===== src/design/tmcr_pkg.sv =====
// ----------------------------------------------------------------------------
// tmcr_pkg
// Types, codes and constants shared by the text cell renderer modules.
// ----------------------------------------------------------------------------
package tmcr_pkg;

  localparam int PAGE_AW    = 13;
  localparam int PAGE_DEPTH = 8192;

  localparam logic [12:0] PAL_BASE  = 13'h0FA0;
  localparam logic [12:0] PAL_END   = 13'h0FC0;
  localparam logic [12:0] FONT_BASE = 13'h1000;

  typedef enum logic {
    ACT_WRITE  = 1'b0,
    ACT_RENDER = 1'b1
  } action_e;

  typedef enum logic {
    KIND_GLYPH  = 1'b0,
    KIND_REDRAW = 1'b1
  } kind_e;

  typedef enum logic [1:0] {
    RES_NONE   = 2'd0,
    RES_CELL   = 2'd1,
    RES_REDRAW = 2'd2
  } res_e;

  typedef enum logic [2:0] {
    CFG_VIDEO_MODE   = 3'd0,
    CFG_CURSOR_COL   = 3'd1,
    CFG_CURSOR_ROW   = 3'd2,
    CFG_BLINK_PHASE  = 3'd3,
    CFG_DOUBLE_SCALE = 3'd4,
    CFG_OFFSET_X     = 3'd5,
    CFG_OFFSET_Y     = 3'd6
  } cfg_reg_e;

  localparam logic [1:0] MODE_TEXT = 2'd0;

  typedef enum logic [3:0] {
    ST_CLEAR,
    ST_IDLE,
    ST_CH,
    ST_AT,
    ST_FG0,
    ST_FG1,
    ST_BG0,
    ST_BG1,
    ST_ROW,
    ST_REDRAW
  } back_st_e;

  typedef struct packed {
    logic        action;
    logic [12:0] addr;
    logic [7:0]  data;
    logic [6:0]  cell_col;
    logic [4:0]  cell_row;
  } in_item_t;

  typedef struct packed {
    logic        kind;
    logic [10:0] pixel_x;
    logic [10:0] pixel_y;
    logic [23:0] color0;
    logic [23:0] color1;
    logic [23:0] color2;
    logic [23:0] color3;
    logic [23:0] color4;
    logic [23:0] color5;
    logic [23:0] color6;
    logic [23:0] color7;
    logic        last;
  } out_item_t;

  typedef struct packed {
    logic [2:0] idx;
    logic [9:0] wdata;
  } cfg_wr_t;

  typedef struct packed {
    logic [1:0] video_mode;
    logic [6:0] cursor_col;
    logic [4:0] cursor_row;
    logic       blink_phase;
    logic       double_scale;
    logic [9:0] offset_x;
    logic [9:0] offset_y;
  } cfg_t;

  typedef struct packed {
    logic        do_write;
    res_e        res;
    logic [12:0] wr_addr;
    logic [7:0]  wr_data;
    logic [12:0] base;
    logic [6:0]  col;
    logic [5:0]  row;
  } q_entry_t;

  typedef struct packed {
    logic clearing;
  } back_stat_t;

  // {r,g,b} nibbles to 24-bit colour, each nibble in the top of its byte
  function automatic logic [23:0] rgb_to_24(input logic [11:0] rgb);
    return {rgb[11:8], 4'h0, rgb[7:4], 4'h0, rgb[3:0], 4'h0};
  endfunction

endpackage


===== src/design/tmcr_front.sv =====
// ----------------------------------------------------------------------------
// tmcr_front
// Accepts items, splits a cell offset into column and row, classifies the
// result and pushes a command into the queue.
// ----------------------------------------------------------------------------
module tmcr_front #(
  parameter int TEXT_COLS  = 80,
  parameter int TEXT_LINES = 25
) (
  input  logic                clk,
  input  logic                rst_n,
  input  logic                in_valid,
  output logic                in_ready,
  input  tmcr_pkg::in_item_t  in_payload,
  input  tmcr_pkg::back_stat_t stat,
  input  logic [1:0]          video_mode,
  output logic                q_push,
  output tmcr_pkg::q_entry_t  q_data,
  input  logic                q_full
);

  // reciprocal of TEXT_COLS, exact for 11-bit cell numbers
  localparam int DivS    = 18;
  localparam int DivM    = (2**DivS + TEXT_COLS - 1) / TEXT_COLS;
  localparam int ProdW   = 30;
  localparam int CellEnd = 2 * TEXT_COLS * TEXT_LINES;

  logic               busy_r, busy_nxt;
  tmcr_pkg::in_item_t item_r;
  logic [ProdW-1:0]   prod_r, prod_nxt;

  logic               acc;
  logic               text_mode;
  logic [5:0]         q6;
  logic [10:0]        colw;
  logic [12:0]        rbase;
  logic               in_area, in_pal, in_font;
  logic               need;
  tmcr_pkg::q_entry_t ent;

  always_comb begin
    in_ready  = !busy_r && !stat.clearing;
    acc       = in_valid && in_ready;
    prod_nxt  = ProdW'(in_payload.addr[11:1]) * ProdW'(DivM);
    text_mode = (video_mode == tmcr_pkg::MODE_TEXT);

    q6    = prod_r[DivS +: 6];
    colw  = item_r.addr[11:1] - 11'(11'(q6) * 11'(TEXT_COLS));
    rbase = 13'(13'(item_r.cell_row) * 13'(TEXT_COLS)) + 13'(item_r.cell_col);

    in_area = (int'(item_r.addr) < CellEnd) && (item_r.addr < tmcr_pkg::PAL_BASE);
    in_pal  = (item_r.addr >= tmcr_pkg::PAL_BASE) && (item_r.addr < tmcr_pkg::PAL_END);
    in_font = (item_r.addr >= tmcr_pkg::FONT_BASE);

    ent         = '0;
    ent.wr_addr = item_r.addr;
    ent.wr_data = item_r.data;
    ent.res     = tmcr_pkg::RES_NONE;
    if (item_r.action == tmcr_pkg::ACT_WRITE) begin
      ent.do_write = 1'b1;
      ent.base     = {item_r.addr[12:1], 1'b0};
      ent.col      = colw[6:0];
      ent.row      = q6;
      if (text_mode && in_area) begin
        ent.res = tmcr_pkg::RES_CELL;
      end else if (text_mode && (in_pal || in_font)) begin
        ent.res = tmcr_pkg::RES_REDRAW;
      end
    end else begin
      ent.do_write = 1'b0;
      ent.base     = {rbase[11:0], 1'b0};
      ent.col      = item_r.cell_col;
      ent.row      = {1'b0, item_r.cell_row};
      if (text_mode) begin
        ent.res = tmcr_pkg::RES_CELL;
      end
    end

    need     = ent.do_write || (ent.res != tmcr_pkg::RES_NONE);
    q_push   = busy_r && need && !q_full;
    q_data   = ent;
    busy_nxt = acc || (busy_r && need && q_full);
  end

  always_ff @(posedge clk) begin
    if (!rst_n) begin
      busy_r <= 1'b0;
    end else begin
      busy_r <= busy_nxt;
    end
  end

  always_ff @(posedge clk) begin
    if (acc) begin
      item_r <= in_payload;
      prod_r <= prod_nxt;
    end
  end

endmodule


===== config.mk =====
export PLATFORM = sky130hd
export DESIGN_NAME = tmcr_front
export DESIGN_NICKNAME = d
export VERILOG_FILES = /design/src/design/tmcr_pkg.sv /design/src/design/tmcr_front.sv
export SDC_FILE = /design/constraint.sdc
export NUM_CORES = 1
export LEC_CHECK = 0
export ABC_AREA = 0
export BUFFER_PORTS_ARGS = -buffer_cell sky130_fd_sc_hd__buf_2
export CAP_MARGIN = 0
export CELL_PAD_IN_SITES_DETAIL_PLACEMENT = 1
export CELL_PAD_IN_SITES_GLOBAL_PLACEMENT = 1
export CORE_UTILIZATION = 43
export CTS_CLUSTER_SIZE = 30
export DETAILED_ROUTE_END_ITERATION = 10
export MAX_ROUTING_LAYER = met4
export PLACE_DENSITY_LB_ADDON = 0.08
export SYNTH_ARGS = -nofsm -noshare
export SYNTH_HDL_FRONTEND = slang
export SYNTH_SLANG_ARGS = --single-unit

===== constraint.sdc =====
create_clock -name clk -period 6.2 [get_ports clk]
set_clock_uncertainty 0.15 [all_clocks]
set_input_delay 1.24 -clock clk [delete_from_list [all_inputs] [get_ports clk]]
set_output_delay 1.24 -clock clk [all_outputs]
set_load 0.02 [all_outputs]

== After elaboration in Yosys (flattened, before gate mapping) ==
Index checks and enable logic that the tools add are counted.

* Reduce and logical (&&, ||, !) cells: 17
* Mux-type cells: 5
* Add/sub/neg operators: 2
* Multipliers: 3
* $lt $le $gt $ge: 5

{| class="wikitable"
|+ Operator list
! operator !! number
|-
| 13-bit by 12-bit < comparator with 1-bit output (second input constant) || 3
|-
| 26-bit two-way mux || 1
|-
| 11-bit by 12-bit multiplier with 23-bit output (second input constant) || 1
|-
| 13-bit by 12-bit >= comparator with 1-bit output (second input constant) || 1
|-
| 13-bit >= comparator (second input constant) || 1
|-
| 12-bit by 7-bit adder with 12-bit output || 1
|-
| 1-bit logical AND || 9
|-
| 5-bit by 3-bit multiplier with 8-bit output (second input constant) || 1
|-
| 7-bit subtractor || 1
|-
| 5-bit by 3-bit multiplier with 3-bit output (second input constant) || 1
|-
| 2-bit two-way mux || 2
|-
| 1-bit logical NOT || 3
|-
| 1-bit logical OR || 3
|-
| 3-bit two-way mux || 1
|-
| 2-bit logical NOT || 1
|-
| 2-bit nonzero test || 1
|-
| 1-bit two-way mux || 1
|}

* Word-level logic and storage cells: 39
* Input bits: 41
* Register bits: 58

== Depth between registers and ports, before layout ==
* Word-level depth: 12
* Gate-level depth with buffers: 17

== Worst setup path before layout ==
OpenSTA, ideal clock, no wires.

* Kind: input to register
* Start point: input in_payload[30] (netlist name)
* End point: register prod_r[22], data pin
* Data required time: 5,779 ps
* Setup time: 271 ps
* Arrival: 4,767 ps
* Buffers on the path: 0
* Slack: 1,012 ps
* Stages: 14
* Cell sequence: inv_1 ha_1 inv_1 fa_1 fa_1 inv_1 fa_1 fa_1 inv_1 ha_1 nand4_1 o32a_1 a21oi_1 o221ai_1

* Cells in the longest elaborated chain, start to end: 1

{| class="wikitable"
|+ Ends and longest elaborated chain
! item !! RTL line !! source
|-
| start, declared || tmcr_front.sv:14 || <nowiki>input tmcr_pkg::in_item_t in_payload,</nowiki>
|-
| 11-bit by 12-bit multiplier with 23-bit output || tmcr_front.sv:44 || <nowiki>prod_nxt = ProdW'(in_payload.addr[11:1]) * ProdW'(DivM);</nowiki>
|-
| via prod_nxt[22] || tmcr_front.sv:30 || <nowiki>logic [ProdW-1:0] prod_r, prod_nxt;</nowiki>
|-
| end signal, assigned || tmcr_front.sv:96 || <nowiki>prod_r <= prod_nxt;</nowiki>
|-
| end, declared || tmcr_front.sv:30 ||
|}

The timed path passes the listed nets, and every way through them passes these cells.
A chain may end at the register's enable or synchronous reset.

== Final worst setup path ==
* Start point: input in_payload[24] (netlist name)
* End point: register prod_r[22], data pin

The elaborated chain is that of the path after synthesis.

==> results.py <==
metrics = {
    "status": {
        "outcome": "completed",
    },
    "critical_path": {
        "endpoint_kind": "flop",
        "path_buf_inv": 5,
        "startpoint_type": "input port",
        "worstSetupPathType": "in2reg",
        "path_cells": "buf_2, inv_1, ha_1, fa_1, inv_1, fa_1, inv_1, fa_1, inv_1, fa_1, ha_1, nand4_1, o32a_1, a21oi_1, o221ai_1",
        "crit_fanout": 5,
        "cp_slowest_stage_delay_ns": 0.58,
        "reg2reg_depth": 3,
        "path_delay_family": "adder cells",
        "required_ns": 6.08,
        "arrival_ns": 5.32,
        "r2r_setup_slack_ns": 4.27,
        "critPathSlowestCell": "fa_1",
        "r2r_end": "busy_r$_SDFF_PN0_",
        "r2r_start": "item_r[33]$_DFFE_PP_",
    },
    "synth": {
        "yosys_register_bits": 40,
        "syn-instance-count": 390,
        "syn_area_per_cell_sq_um": 10.8,
        "yosysSeqAreaShare_pct": 28.2,
        "ys_types": 44,
        "yosys_warnings": 0,
        "syn_area_sq_um": 4230,
        "ys_async_sr_fraction_pct": 0,
        "synth-edff-count": 39,
        "synth_flop_cell": "edfxtp_1",
    },
    "timing": {
        "finalCritPeriodShare_pct": 87.7,
        "tightest_slew_ns": 1.09,
        "fmaxAchievable_ghz": 0.184,
        "whs_ns": 0.405,
        "rsz0062_at_grt": "false",
        "max-slew-margin-rel_pct": 27.4,
        "slew_violations": 0,
        "setup_tns_ns": 0,
        "fin_crit_ns": 5.44,
        "final-setup-viol-count": 0,
        "hold_violations": 0,
    },
    "cts": {
        "clk_path_buf_depth": 2,
        "h-tree-depth": 2,
        "cts-resized-gates": 0,
        "ctsHoldBuffers": 0,
        "clkTransAtPathRegs_ns": 0.08,
        "post_cts.repair.setup_buffers": 0,
        "numCtsBuffers": 5,
        "root_buffer": "clkbuf_8",
        "clock_sink_count": 40,
        "clkLatencyLatePin_ns": 0.29,
        "cts_tree": "yes",
    },
    "worst_hold_path": {
        "worstHoldPathCells": 2,
        "hold_start": "busy_r$_SDFF_PN0_",
        "hold_end": "busy_r$_SDFF_PN0_",
        "worst_hold_path_type": "reg2reg",
    },
    "final_layout": {
        "diodes": 0,
        "final_cell_mix": "buf_2 (90), inv_1 (83), ha_1 (75), edfxtp_1 (39), fa_1 (34)",
        "finalNetCount": 608,
        "fillers": 1100,
        "drive_gt1_share_pct": 25.7,
        "fin_cells": 588,
        "syn_to_final_growth_pct": 12.3,
        "layout_commonest_cell": "buf_2",
        "final_core_util_pct": 50.6,
    },
    "floorplanning": {
        "die_h_um": 101,
        "rows": 35,
        "core_sq_um": 9370,
        "die_x_um": 101,
        "start_util_pct": 45.1,
        "die-area_sq_um": 10200,
        "num_io_pins": 93,
    },
    "placed_design": {
        "dp_cells": 580,
        "gp_congestion": 0.830,
        "io_buffers": 90,
        "dp_hpwl_um": 8190,
    },
    "route": {
        "wl_um": 9430,
        "drc": 0,
        "drt_pass1_iterations": 4,
        "ant_nets": 0,
        "wire_per_inst_um": 16.0,
        "drt_iter0_drc": 62,
        "vias": 2913,
        "viasPerCell": 4.95,
    },
    "grt": {
        "grt_pass1_wl_um": 15500,
        "grtUsageTotal_pct": 20.6,
        "grt_pass1_vias": 3082,
        "grt_max_degree": 41,
        "antenna_found_initial": 0,
        "gr-total-overflow": 0,
    },
    "pwr": {
        "total_power_mw": 1.44,
        "power_frac_comb_pct": 60.8,
        "p_switching_uw": 627,
        "ir_drop_uv": 226,
        "internal-power_uw": 809,
        "clockPowerShare_pct": 15.3,
        "p_seq_share_pct": 23.9,
        "powerDensity_nw_per_um2": 303,
        "swShare_pct": 43.7,
        "power.leakage_nw": 2.40,
    },
    "run": {
        "drv_cap": 0,
    },
}
-- power by group through the flow --
stage / Sequential (mW) / Clock, mW / Combinational (mW)
final: 0.343 / 0.220 / 0.873
after global routing: 0.347 / 0.233 / 1.01
after CTS: 0.344 / 0.225 / 0.889
after detailed placement: 0.350 / 0 / 0.884
after global placement: 0.349 / 0 / 0.847
after floorplan: 0.342 / 0 / 0.642
-- Yosys cell counts, types with 2 or more instances --
| master | instances | area (sq um) |
|---|---|---|
| o21ai_0 | 9 | 45.0 |
| buf_4 | 27 | 203 |
| mux2_2 | 13 | 146 |
| nand2_1 | 11 | 41.3 |
| xnor2_1 | 10 | 87.6 |
| edfxtp_1 | 39 | 1170 |
| nor3_1 | 4 | 20.0 |
| nand3_1 | 2 | 10.0 |
| clkbuf_1 | 2 | 7.51 |
| nand4_1 | 3 | 18.8 |
| xor2_1 | 4 | 35.0 |
| a31oi_1 | 7 | 43.8 |
| and4b_1 | 2 | 20.0 |
| ha_1 | 75 | 938 |
| a211o_1 | 2 | 17.5 |
| nor2b_1 | 4 | 25.0 |
| fa_1 | 34 | 681 |
| nor2_1 | 13 | 48.8 |
| a21oi_1 | 11 | 55.1 |
| a221oi_2 | 2 | 30.0 |
| a21o_1 | 9 | 67.6 |
| o21a_1 | 2 | 15.0 |
| and3_1 | 2 | 12.5 |
| inv_1 | 83 | 312 |
-- layer usage --
metal  wire length [um]  vias to the layer above  GRT usage [%]
met5                  0                        -              -
li1                   -                     1422              -
met2               4570                       70           34.4
met3                452                       12           2.90
met4                127                        0           4.24
met1               4280                     1409           26.8
-- tightest hold or removal path: stages, from the launching register on --
cell and delay, ns:
dfxtp_1 0.33, a31oi_1 0.13, nor2b_1 0.06
-- flip-flops by register name, indices dropped and copies added, names as in the netlist --
name,cells
q_data,21
prod_r,5
busy_r,1
item_r,13
-- cells by family (layout without fill, tap and decap cells) --
logic type	after synthesis	after routing	share of synthesized area, %
xor+xnor	14	14	2.90
other cells	1	2	0.0887
simple gates	47	47	5.80
buf+inv	113	181	12.4
mux	14	14	3.70
compound gates	52	52	8.61
fa+ha+maj	109	109	38.3
flops	40	40	28.2
-- area by class of cell --
| class | count | area (sq um) | area share [%] |
|---|---|---|---|
| well taps | 129 | 161 | 3.40 |
| clock buffers | 5 | 68.8 | 1.45 |
| multi-input cells | 238 | 2520 | 53.0 |
| clock inverters | 3 | 46.3 | 0.975 |
| inverters | 83 | 312 | 6.56 |
| repair buffers | 90 | 450 | 9.49 |
| flip-flops and latches | 40 | 1190 | 25.1 |
-- worst max path at each step --
stage	start	endpoint	slack [ns]	cells past startpoint
3_3_place_gp	in_payload[30]	prod_r[22]$_DFFE_PP_	0.64	15
3_5_place_dp	in_payload[24]	prod_r[22]$_DFFE_PP_	0.45	15
4_1_cts	in_payload[24]	prod_r[22]$_DFFE_PP_	0.75	15
2_1_floorplan	in_payload[30]	prod_r[22]$_DFFE_PP_	1.01	14
5_1_grt	in_payload[24]	prod_r[22]$_DFFE_PP_	0.56	15
6_report	in_payload[24]	prod_r[22]$_DFFE_PP_	0.76	15
-- metrics by stage --
stage | cell area (sq um) | worst slack, ns
after CTS | 4750 | 0.748
after floorplan | 4230 | 1.01
after global placement | 4630 | 0.642
after global routing | 4750 | 0.562
final | 4750 | 0.764
after detailed placement | 4630 | 0.453
(Power assumes the default switching activity.)
