### config.mk
export PLATFORM = sky130hd
export DESIGN_NAME = tmcr_queue
export DESIGN_NICKNAME = d
export VERILOG_FILES = /design/src/design/tmcr_pkg.sv /design/src/design/tmcr_queue.sv
export SDC_FILE = /design/constraint.sdc
export NUM_CORES = 1
export LEC_CHECK = 0
export ABC_CLOCK_PERIOD_IN_PS = 5300
export BUFFER_PORTS_ARGS = -buffer_cell sky130_fd_sc_hd__buf_4
export CAP_MARGIN = 10
export CORE_MARGIN = 10
export CORE_UTILIZATION = 27
export CTS_BUF_LIST = sky130_fd_sc_hd__clkbuf_2
export DETAILED_ROUTE_END_ITERATION = 7
export GPL_ROUTABILITY_DRIVEN = 0
export PLACE_DENSITY = 0.45
export SLEW_MARGIN = 20
export SYNTH_ARGS = -nofsm -noshare
export SYNTH_HDL_FRONTEND = slang
export SYNTH_SLANG_ARGS = --single-unit
### constraint.sdc
create_clock -name clk -period 5.3 [get_ports clk]
set_clock_uncertainty 0.2 [all_clocks]
set_input_delay 1.06 -clock clk [delete_from_list [all_inputs] [get_ports clk]]
set_output_delay 1.06 -clock clk [all_outputs]
set_load 0.05 [all_outputs]
### src/design/tmcr_pkg.sv
// ----------------------------------------------------------------------------
// tmcr_pkg
// Types, codes and constants shared by the text cell renderer modules.
// ----------------------------------------------------------------------------
package tmcr_pkg;

  localparam int PAGE_AW    = 13;
  localparam int PAGE_DEPTH = 8192;

  localparam logic [12:0] PAL_BASE  = 13'h0FA0;
  localparam logic [12:0] PAL_END   = 13'h0FC0;
  localparam logic [12:0] FONT_BASE = 13'h1000;

  typedef enum logic {
    ACT_WRITE  = 1'b0,
    ACT_RENDER = 1'b1
  } action_e;

  typedef enum logic {
    KIND_GLYPH  = 1'b0,
    KIND_REDRAW = 1'b1
  } kind_e;

  typedef enum logic [1:0] {
    RES_NONE   = 2'd0,
    RES_CELL   = 2'd1,
    RES_REDRAW = 2'd2
  } res_e;

  typedef enum logic [2:0] {
    CFG_VIDEO_MODE   = 3'd0,
    CFG_CURSOR_COL   = 3'd1,
    CFG_CURSOR_ROW   = 3'd2,
    CFG_BLINK_PHASE  = 3'd3,
    CFG_DOUBLE_SCALE = 3'd4,
    CFG_OFFSET_X     = 3'd5,
    CFG_OFFSET_Y     = 3'd6
  } cfg_reg_e;

  localparam logic [1:0] MODE_TEXT = 2'd0;

  typedef enum logic [3:0] {
    ST_CLEAR,
    ST_IDLE,
    ST_CH,
    ST_AT,
    ST_FG0,
    ST_FG1,
    ST_BG0,
    ST_BG1,
    ST_ROW,
    ST_REDRAW
  } back_st_e;

  typedef struct packed {
    logic        action;
    logic [12:0] addr;
    logic [7:0]  data;
    logic [6:0]  cell_col;
    logic [4:0]  cell_row;
  } in_item_t;

  typedef struct packed {
    logic        kind;
    logic [10:0] pixel_x;
    logic [10:0] pixel_y;
    logic [23:0] color0;
    logic [23:0] color1;
    logic [23:0] color2;
    logic [23:0] color3;
    logic [23:0] color4;
    logic [23:0] color5;
    logic [23:0] color6;
    logic [23:0] color7;
    logic        last;
  } out_item_t;

  typedef struct packed {
    logic [2:0] idx;
    logic [9:0] wdata;
  } cfg_wr_t;

  typedef struct packed {
    logic [1:0] video_mode;
    logic [6:0] cursor_col;
    logic [4:0] cursor_row;
    logic       blink_phase;
    logic       double_scale;
    logic [9:0] offset_x;
    logic [9:0] offset_y;
  } cfg_t;

  typedef struct packed {
    logic        do_write;
    res_e        res;
    logic [12:0] wr_addr;
    logic [7:0]  wr_data;
    logic [12:0] base;
    logic [6:0]  col;
    logic [5:0]  row;
  } q_entry_t;

  typedef struct packed {
    logic clearing;
  } back_stat_t;

  // {r,g,b} nibbles to 24-bit colour, each nibble in the top of its byte
  function automatic logic [23:0] rgb_to_24(input logic [11:0] rgb);
    return {rgb[11:8], 4'h0, rgb[7:4], 4'h0, rgb[3:0], 4'h0};
  endfunction

endpackage

### src/design/tmcr_queue.sv
// ----------------------------------------------------------------------------
// tmcr_queue
// Two-entry command FIFO between the front and the back.
// ----------------------------------------------------------------------------
module tmcr_queue (
  input  logic               clk,
  input  logic               rst_n,
  input  logic               push,
  input  tmcr_pkg::q_entry_t push_data,
  output logic               full,
  input  logic               pop,
  output tmcr_pkg::q_entry_t pop_data,
  output logic               empty
);

  tmcr_pkg::q_entry_t mem_r [2];
  logic               wr_ptr_r, rd_ptr_r;
  logic [1:0]         cnt_r, cnt_nxt;

  always_comb begin
    full     = (cnt_r == 2'd2);
    empty    = (cnt_r == 2'd0);
    pop_data = mem_r[rd_ptr_r];
    cnt_nxt  = cnt_r + 2'(push) - 2'(pop);
  end

  always_ff @(posedge clk) begin
    if (!rst_n) begin
      wr_ptr_r <= 1'b0;
      rd_ptr_r <= 1'b0;
      cnt_r    <= 2'd0;
    end else begin
      if (push) begin
        wr_ptr_r <= !wr_ptr_r;
      end
      if (pop) begin
        rd_ptr_r <= !rd_ptr_r;
      end
      cnt_r <= cnt_nxt;
    end
  end

  always_ff @(posedge clk) begin
    if (push) begin
      mem_r[wr_ptr_r] <= push_data;
    end
  end

endmodule

==> Yosys cells after proc, flatten, opt, wreduce, memory -nomap -nowiden <==
Memories as Yosys holds them, arrays and structs flattened. A register that Yosys moved wholly into a read port is not among the register bits.
Index checks and enable logic that the tools add are counted.
{ "classes": {"mux": 4, "add_sub_neg": 2, "n_eq_ne": 1, "n_reduce_logical": 3} }
{ "op_table": {"columns": ["operator", "count"], "rows": [
  ["1-bit two-way mux", 4],
  ["2-bit by 1-bit adder with 2-bit output", 1],
  ["2-bit equality test, second input constant", 1],
  ["1-bit zero test", 2],
  ["2-bit zero test", 1],
  ["2-bit by 1-bit subtractor with 2-bit output", 1]
]} }
{ "word_totals": {"inputBits": 54, "output_inout_bits": 52, "register_bits": 4, "elab_cells": 14, "mem_bits_rw": 100, "mem_count": 1} }
{ "memory_table": {"columns": ["memory", "depth", "width", "read_ports", "rd_ports_with_merged_regs", "write_ports", "line_no", "rtl"], "rows": [
  ["mem_r", 2, 50, 1, 1, 1, "tmcr_queue.sv:16", "tmcr_pkg::q_entry_t mem_r [2];"]
]} }

==> Depth between registers and ports, before layout <==
Gate-level depths: netlist of run 1.
{ "logic_depth": {"ltp_word": 3, "ltp_mapped": 6} }

==> Worst setup path before layout of run 1 <==
No wires, ideal clock.
{ "synth_timing": {"path_kind": "in2reg", "from": "in push", "to": "mem mem_r[0][0] in the netlist's numbering, enable pin", "path_buffers": 0, "arrival_ns": 3.307, "slack_ns": 1.328, "t_required_ns": 4.635, "stages": 1, "path_cell_list": "nor2b_1"} }
{ "synth_via": {"elab_chain_cells": 2} }
{ "synth_rtl": {"columns": ["item", "line_no", "rtl"], "rows": [
  ["from (decl)", "tmcr_queue.sv:8", "input logic push,"],
  ["1-bit two-way mux", "tmcr_queue.sv:44", "if (push) begin"],
  ["1-bit two-way mux (not written as such)", "tmcr_queue.sv:45", "mem_r[wr_ptr_r] <= push_data;"],
  ["to (decl)", "tmcr_queue.sv:16", null]
]} }
No other way between the ends.

==> results of run 1 <==
==> metrics by stage <==
| stage | setup WS (ns) | total power [mW] |
|---|---|---|
| floorplan | 1.33 | 1.29 |
| global placement | 2.29 | 1.40 |
| detailed placement | 2.27 | 1.40 |
| CTS | 1.66 | 1.69 |
| global route | 1.63 | 1.74 |
| finish | 1.82 | 1.66 |
==> layer usage <==
| metal | GRT usage, % | routed length, um | vias to the layer above | part of all wire, % |
|---|---|---|---|---|
| li1 | - | - | 903 | - |
| met5 | 0 | 0 | - | 0 |
| met3 | 3.78 | 767 | 11 | 9.8 |
| met2 | 12.0 | 3740 | 68 | 48 |
| met1 | 8.59 | 3180 | 928 | 41 |
| met4 | 4.89 | 151 | 0 | 1.9 |
==> worst min path at each step <==
stage	startpoint	to	slack, ns
after floorplan	rd_ptr_r$_SDFFE_PN0P_	flop	0.35
after global placement	rd_ptr_r$_SDFFE_PN0P_	flop	0.36
after detailed placement	rd_ptr_r$_SDFFE_PN0P_	flop	0.38
after CTS	push_data[49]	mem_r[0][49]$_DFFE_PP_	0.35
after global routing	push_data[47]	mem_r[1][47]$_DFFE_PP_	0.37
final	rd_ptr_r$_SDFFE_PN0P_	flop	0.40
==> where the power goes <==
part	switching, mW	internal (mW)
Combinational	0.222	0.158
Clock	0.231	0.0560
Sequential	0.0340	0.958
==> sequential cells by signal, summed over array words and instances (netlist names), named ones only <==
| name | cells |
|---|---|
| cnt_r | 2 |
| mem_r | 100 |
| rd_ptr_r | 1 |
| wr_ptr_r | 1 |
==> cell usage after synthesis <==
cell / n
ha_1: 2
dfxtp_1: 5
mux2_4: 50
xnor3_1: 1
inv_1: 2
xor2_1: 1
nor2_1: 1
nor2b_1: 4
edfxtp_1: 100
buf_12: 5
buf_6: 1
and2_1: 4
o21a_1: 1
==> layout make-up <==
class / count / area (um^2) / share of cell area [%]
multi-input combinational: 64 / 877 / 17.2
clock inverter: 2 / 8.76 / 0.172
clock buffer: 11 / 55.1 / 1.08
timing repair buffer: 107 / 803 / 15.8
tap: 184 / 230 / 4.52
sequential: 105 / 3110 / 61.1
inverter: 2 / 7.51 / 0.148
==> tightest hold or removal path, stage by stage (launching register included) <==
cell and delay [ns]:
dfxtp_1 0.38, xor2_1 0.07, and2_1 0.15
==> kinds of logic (layout without fill, tap and decap cells) <==
family	Yosys count	after routing
buf+inv	8	122
mux	50	50
compound gates	1	1
simple gates	9	9
flops	105	105
xor+xnor	2	2
fa+ha+maj	2	2
==> results.md, run 1 <==
- Max_cap viols: 0
- Endpoint type of the worst setup path: primary output
- Detailed Route Iter0 Violations: between 60 and 70
- Slew @ Worst Pin: 1.03 ns
- Initial antenna violation count: 0
- Inserted Diodes: 0
- DRC: 0
- Initial DRT Pass Iterations: 4
- Placeable Area: ~15000 um^2
- Synth Area in Simple Gates: between 1 and 1.5%
- Flop-to-flop setup slack: 3.15 ns
- CTS Sinks: 105
- Clk slew on worst S/H paths: ~0.25 ns
- Dominant cells by area after synthesis: edfxtp_1 (73%), mux2_4 (18%), buf_12 (2.4%), dfxtp_1 (2.4%), and2_1 (0.61%)
- Synth Warn #: 0
- R2R Path End: mem_r[0][6]$_DFFE_PP_
- CP Depth: 2
- Min cycle time layout: around 3.5 ns
- GRT overflow: 0
- H-tree depth: 3
- CP required: 4.04 ns
- Worst-path fanout max: 50
- RSZ-0062 raised after global routing: false
- Area fraction in compound gates after synthesis: less than 1%
- Largest net degree at the start of global routing: 51
- Hold-fix buffers, CTS: 0
- Final Hold Vio Count: 0
- Average size of a mapped cell: around 23 um^2
- Crit path max-delay family: flip-flops
- Vias per cell: approximately 4.0
- Max Clk Rate: between 0.2 and 0.3 GHz
- Num rows: between 40 and 50
- Synth Register Bits: between 100 and 150
- Setup TNS: 0 ns
- Fill count: ~1400
- Crit path largest cell delay: 1.07 ns
- Most frequent cells in the layout: buf_4 (107), edfxtp_1 (100), mux2_4 (50), clkbuf_2 (11), dfxtp_1 (4)
- Die height: about 140 um
- CTS Buffer Depth: 2
- Post-Place Cell Area: 5020 um^2
- Startpoint types: flop
- Post-synthesis mux area share: a little under a fifth
- Outcome: complete, no violations
- Sequential fraction of the synthesis area: 75.9%
- Hold Path Cell Cnt: 2
- Synthesized area: slightly above 4000 um^2
- Num ports: between 100 and 150
- Worst hold slack: about 0.4 ns
- P&R area growth vs syn: 24.4%
- Worst min-delay path category: flop to flop
- Layout cell share with drive strength beyond 1: between 50% and 60%
- Gate Count Post-Synth: 177
- Via count: roughly 1900
- Crit path DAT: 2.22 ns
- Crit Path Class: flop to primary output
- Non-Filler Instances: between 400 and 500
- PD cells: about 330 nW/um^2
- Post-synth top area share: between 70% and 80%
- Worst R2R Start: wr_ptr_r$_SDFFE_PN0P_
- Post-route cell area: 5090 um^2
- Clock latency at the later pin of the worst-skew pair: roughly 0.57 ns
- Syn Nets: between 200 and 250
- Placed cells: approximately 460
- Worst-path cell chain: mux2_4 > buf_4
- Slew Limit Fails: 0
- Vias in the first global route: 2213
- Initial Util: about 28%
- CP max-delay cell: dfxtp_4
- Most common cell after layout, fill and taps aside: buf_4
- Synthesized-area fraction occupied by adder cells: 0.612%
- Worst VDD drop: around 0.17 mV
- Avg WL per Cell: ~17 um
- DRT Wirelength: between 7000 and 8000 um
- Worst slew margin: between 30% and 40%
- Port Buffers: ~110
- Hpwl dp: between 5000 and 6000 um
- First-pass GRT wire length: 11800 um
- R2R cell count: 2
- Post-CTS Setup Bufs: 0
- Xor-xnor portion of the synthesized cell area: less than 1%
- Final nets: about 350
- Crit path buf inv count: 1
- TritonCTS clock tree: yes
- Synth cell types: 13
- Core Util, Final: roughly a third
- Leakage: between 1.5 and 2 nW
- Die width: 143 um
- Main combinational cell family by area after synthesis: multiplexers
- CTS Buf Count: 9
- PostCTS Resize Cnt: 0
- Crit path to: pop_data[7]
- Final ANT Viol Nets: 0
- Clock root buffer: clkbuf_2
- Aggregate global-route resource usage: just under 8%
- Tcrit/Tclk final: between 60% and 70%
- # setup viols final: 0
- Synth area leader: edfxtp_1
- Die ar.: just over 20000 um^2
Power figures use the tool's default switching activity.
==> run 2: changes to the inputs <==
- ABC_CLOCK_PERIOD_IN_PS: 5300 -> 2900
- PLACE_DENSITY: 0.45 -> 0.47
- clock period: 5.3 -> 2.9 ns (I/O delays scaled with it)
==> run 2 against run 1 <==
Against the previous run: global-route usage up 0.47 points; critical path depth up 1; clock-buffer cell count down 1; die area unchanged; highest routed layer unchanged; combinational power up 110%; sequential share of layout area down 6.7 points; hold slack better by 0.0083 ns; sequential cell count unchanged; via count up 11%.
==> results.md, run 2 (synthesized netlist as in run 1, its figures left out) <==
- Avg WL per Cell: roughly 16 um
- Internal: between 2 and 2.5 mW
- Clock latency at the later pin of the worst-skew pair: approximately 0.57 ns
- Clock share of power: a little under a fifth
- Clock root buffer: clkbuf_2
- H-tree depth: 3
- Max Clk Rate: between 0.3 and 0.4 GHz
- Num ports: around 110
- Final ANT Viol Nets: 0
- Worst slew margin: about two thirds
- Inserted Diodes: 0
- R2R Path End: cnt_r[1]$_SDFF_PN0_
- CP required: between 2 and 2.5 ns
- Crit Path Class: flop to primary output
- Leakage: between 2 and 2.5 nW
- Max_cap viols: 0
- PD cells: approximately 560 nW/um^2
- Worst hold slack: just over 0.4 ns
- Hold Path Cell Cnt: 2
- Most frequent cells in the layout: buf_4 (109), edfxtp_1 (100), dlygate4sd3_1 (53), mux2_4 (50), clkbuf_2 (10)
- Seq pwr share: a little under three fifths
- HP Start: rd_ptr_r$_SDFFE_PN0P_
- Detailed Route Iter0 Violations: between 100 and 150
- Final nets: between 400 and 500
- Clk slew on worst S/H paths: between 0.2 and 0.25 ns
- CTS Buf Count: 9
- Sw Ratio: between 30% and 40%
- Fill count: 1367
- Worst-path fanout max: 9
- Via count: 2124
- Port Buffers: between 100 and 150
- Flop-to-flop setup slack: 1.28 ns
- Crit path largest cell delay: roughly 0.45 ns
- DRT Wirelength: 8370 um
- Hold Path End: rd_ptr_r$_SDFFE_PN0P_
- Crit path max-delay family: flip-flops
- Aggregate global-route resource usage: under 10%
- Initial DRT Pass Iterations: 4
- Die ar.: about 20000 um^2
- Post-route cell area: approximately 5700 um^2
- Most flops, register: mem_r
- Initial Util: roughly 28%
- Vias in the first global route: 2383
- Setup TNS: 0 ns
- Startpoint types: flop
- Initial antenna violation count: 0
- Footprint of the multi-input gates: roughly 880 um^2
- Layout cell share with drive strength beyond 1: between 50% and 60%
- Largest register FFs: 100
- Vias per cell: ~4.0
- Worst R2R Start: cnt_r[0]$_SDFF_PN0_
- Reg area: just over 3000 um^2
- Crit path DAT: around 1.8 ns
- Hpwl dp: around 5600 um
- Outcome: complete, no violations
- CTS Sinks: 105
- Die width: roughly 140 um
- GRT overflow: 0
- # setup viols final: 0
- Slew Limit Fails: 0
- Worst path most repeated cell: buf_4
- Die height: between 100 and 150 um
- Worst VDD drop: ~0.33 mV
- R2R cell count: 6
- Logic gate share of total power: between 20% and 30%
- CTS Buffer Depth: 2
- Final Hold Vio Count: 0
- DRC: 0
- Most common cell after layout, fill and taps aside: buf_4
- Tcrit/Tclk final: just under 90%
- CP max-delay cell: dfxtp_4
- Worst-path cell chain: buf_4 > mux2_4 > buf_4
- TritonCTS clock tree: yes
- Slew @ Worst Pin: about 0.49 ns
- Crit path buf inv count: 2
- Worst min-delay path category: flop to flop
- Post-Place Cell Area: just over 5000 um^2
- Placeable Area: around 15000 um^2
- Final Power: ~3.2 mW
- Biggest regs: mem_r x100, cnt_r x2
- Psw: ~0.96 mW
- PostCTS Resize Cnt: 0
- Endpoint type of the worst setup path: primary output
- Min cycle time layout: between 2 and 3 ns
- Largest net degree at the start of global routing: 41
- Num rows: 44
- RSZ-0062 raised after global routing: false
- First-pass GRT wire length: approximately 13000 um
- P&R area growth vs syn: 39.8%
-- run 2: cell count changes in the layout (fill, tap and decap cells not counted) --
cell           delta
inv_6             +1
buf_12            +2
clkinvlp_4        +2
dlygate4sd3_1    +53
clkbuf_2          -1
buf_8             +1
buf_4             +2
clkinv_1          -1
clkinv_4          +1
clkinv_2          +1
-- run 2: area by class of cell --
cell class	instances	area share, %
Sequential cell	105	54.3
Timing Repair Buffer	165	24.6
Multi-Input combinational cell	64	15.3
Tap cell	184	4.03
Clock buffer	10	0.875
Clock inverter	6	0.744
Inverter	2	0.131
-- run 2: worst max-delay path by stage --
| stage | cells past startpoint | endpoint | slack, ns | startpoint |
|---|---|---|---|---|
| 2_1_floorplan | 1 | mem_r[0][0]$_DFFE_PP_ | 0.35 | push |
| 3_3_place_gp | 3 | pop_data[2] | 0.65 | flop |
| 3_5_place_dp | 3 | pop_data[2] | 0.63 | flop |
| 4_1_cts | 3 | pop_data[30] | 0.05 | flop |
| 5_1_grt | 3 | pop_data[40] | 0.16 | flop |
| 6_report | 3 | pop_data[40] | 0.33 | flop |
-- run 2: layer usage --
metal | share of wire (%) | vias to the layer above | track usage, %
li1 | - | 1024 | -
met1 | 42 | 1024 | 9.35
met2 | 49 | 70 | 13.1
met3 | 8.3 | 6 | 4.58
met4 | 1.1 | 0 | 2.77
met5 | 0 | - | 0
-- run 2: power groups by stage --
stage	Combinational [mW]	Sequential [mW]	Clock [mW]
3_5_place_dp	0.735	1.83	0
5_1_grt	0.846	1.79	0.705
4_1_cts	0.807	1.79	0.643
6_report	0.803	1.78	0.597
3_3_place_gp	0.731	1.83	0
2_1_floorplan	0.547	1.80	0
-- run 2: repair_timing --
item | CTS | global route
pin swaps | 0 | 0
buffers inserted | 1 | 1
gates cloned | 0 | 0
setup endpoints to repair | 30 | 7
hold buffers | 51 | 2
hold endpoints to repair | 105 | 3
-- run 2: worst min-delay path: cells and delay by family, from the launching register on --
kind             cells  cell delay [ns]
flip-flops           1             0.39
AND/OR/NAND/NOR      1             0.14
XOR/XNOR             1             0.07
-- run 2: per-stage QoR --
step           cells  worst slack (ns)  utilization, %
5_1_grt          536             0.159            38.9
3_3_place_gp     465             0.650            34.5
2_1_floorplan    177             0.354               -
6_report         536             0.326            38.9
3_5_place_dp     465             0.632            34.5
4_1_cts          533            0.0498            38.7
==> run 3: changes to the inputs <==
- ABC_CLOCK_PERIOD_IN_PS: 2900 -> 3100
- CORE_MARGIN: 10 -> 2
- PLACE_DENSITY: 0.47 -> 0.45
- clock period: 2.9 -> 3.1 ns (I/O delays scaled with it)
==> run 3 against run 2 <==
Against the previous run: global-route usage up 1.5 points; largest power group unchanged; setup slack lost 0.096 ns; cell count shrank 0.75%; critical path depth unchanged; clock-buffer cell count down 1; die area is 21% lower; sequential share of layout area about the same; combinational power is 8.3% lower.
==> results.md, run 3 (synthesized netlist as in run 1, its figures left out) <==
- Setup TNS: 0 ns
- GRT overflow: 0
- Crit Path Class: flop to primary output
- Hpwl dp: roughly 4700 um
- Initial antenna violation count: 0
- RSZ-0062 raised after global routing: false
- Clock latency at the later pin of the worst-skew pair: approximately 0.6 ns
- TritonCTS clock tree: yes
- CTS Sinks: approximately 110
- Most common cell after layout, fill and taps aside: buf_4
- Most flops, register: mem_r
- Worst slew margin: approximately three fifths
- Num rows: 44
- Worst min-delay path category: primary input to flop
- # setup viols final: 0
- Worst-path fanout max: 30
- Largest net degree at the start of global routing: 31
- Post-Place Cell Area: 5060 um^2
- Most frequent cells in the layout: buf_4 (107), edfxtp_1 (100), dlygate4sd3_1 (51), mux2_4 (50), clkbuf_2 (9)
- Slew Limit Fails: 0
- Fill count: around 1400
- CP required: ~2.3 ns
- First-pass GRT wire length: 11400 um
- Max Clk Rate: ~0.35 GHz
- Num ports: 106
- Max_cap viols: 0
- Port Buffers: about 110
- CTS Buffer Depth: 2
- Leakage: between 2 and 2.5 nW
- Layout cell share with drive strength beyond 1: about half
- Largest register FFs: 100
- Detailed Route Iter0 Violations: between 100 and 150
- Outcome: complete, no violations
- Biggest regs: mem_r x100, cnt_r x2
- Initial Util: around 28%
- P&R area growth vs syn: 39.9%
- CTS Buf Count: 9
- Slew @ Worst Pin: 0.609 ns
- Vias in the first global route: between 2000 and 2500
- Via count: 2137
- Startpoint types: flop
- Inserted Diodes: 0
- Min cycle time layout: 2.87 ns
- Crit path DAT: a little over 2 ns
- Die ar.: approximately 16000 um^2
- Endpoint type of the worst setup path: primary output
- H-tree depth: 3
- Final nets: approximately 400
- Post-route cell area: about 5700 um^2
- PD cells: roughly 540 nW/um^2
- Clock root buffer: clkbuf_2
- Clk slew on worst S/H paths: 0.27 ns
- Final Power: between 3 and 4 mW
- Worst VDD drop: around 0.26 mV
- Die height: approximately 130 um
- Final Hold Vio Count: 0
- DRT Wirelength: between 7000 and 8000 um
- Avg WL per Cell: 14.4 um
- Initial DRT Pass Iterations: 4
- Vias per cell: around 4.0
- DRC: 0
- Placeable Area: 14600 um^2
- Final ANT Viol Nets: 0
- Aggregate global-route resource usage: a little under 10%
- Core Util, Final: about two fifths
- Tcrit/Tclk final: around 93%
- Die width: 127 um
run 3: cell type report:
cell class	count	area [um^2]	share of cell area, %
inverters	2	7.51	0.131
multi-input cells	64	877	15.3
clock buffers	9	45.0	0.787
clock inverters	7	85.1	1.49
repair buffers	161	1370	23.9
well taps	184	230	4.02
flip-flops and latches	105	3110	54.3
run 3: what timing repair did:
action                     CTS  global route
hold buffers                51             0
setup endpoints to repair   30             0
buffers inserted             1             0
hold endpoints to repair   105             0
resized for setup            0             0
run 3: power breakdown:
| part | switching, mW | internal (mW) |
|---|---|---|
| sequential | 0.0309 | 1.64 |
| clock | 0.438 | 0.258 |
| combinational | 0.418 | 0.318 |
| total | 0.886 | 2.21 |
run 3: routing by layer:
metal  track usage [%]  wire, um
met5                 0         0
met4              5.82       195
met3              3.48       457
met2              16.1      3750
met1              10.8      3240
run 3: metrics by stage:
step / hold WS [ns] / worst slack [ns] / std cells
6_report: 0.101 / 0.229 / 532
3_3_place_gp: 0.368 / 0.780 / 464
5_1_grt: 0.0410 / 0.0905 / 532
3_5_place_dp: 0.363 / 0.758 / 464
2_1_floorplan: 0.355 / 0.514 / 177
4_1_cts: 0.0222 / 0.105 / 532
run 3: final timing paths:
| path | start | to | slack [ns] | cells past startpoint |
|---|---|---|---|---|
| min | pop | flop | 0.10 | 3 |
| max | flop | pop_data[2] | 0.23 | 3 |
| max reg2reg | wr_ptr_r$_SDFFE_PN0P_ | mem_r[1][28]$_DFFE_PP_ | 1.30 | 2 |
| min reg2reg | rd_ptr_r$_SDFFE_PN0P_ | flop | 0.37 | 2 |
run 3: worst max-delay path: stages (launching register included):
cell	delay, ns
dfxtp_4	0.58
buf_12	0.31
mux2_4	0.34
buf_4	0.19
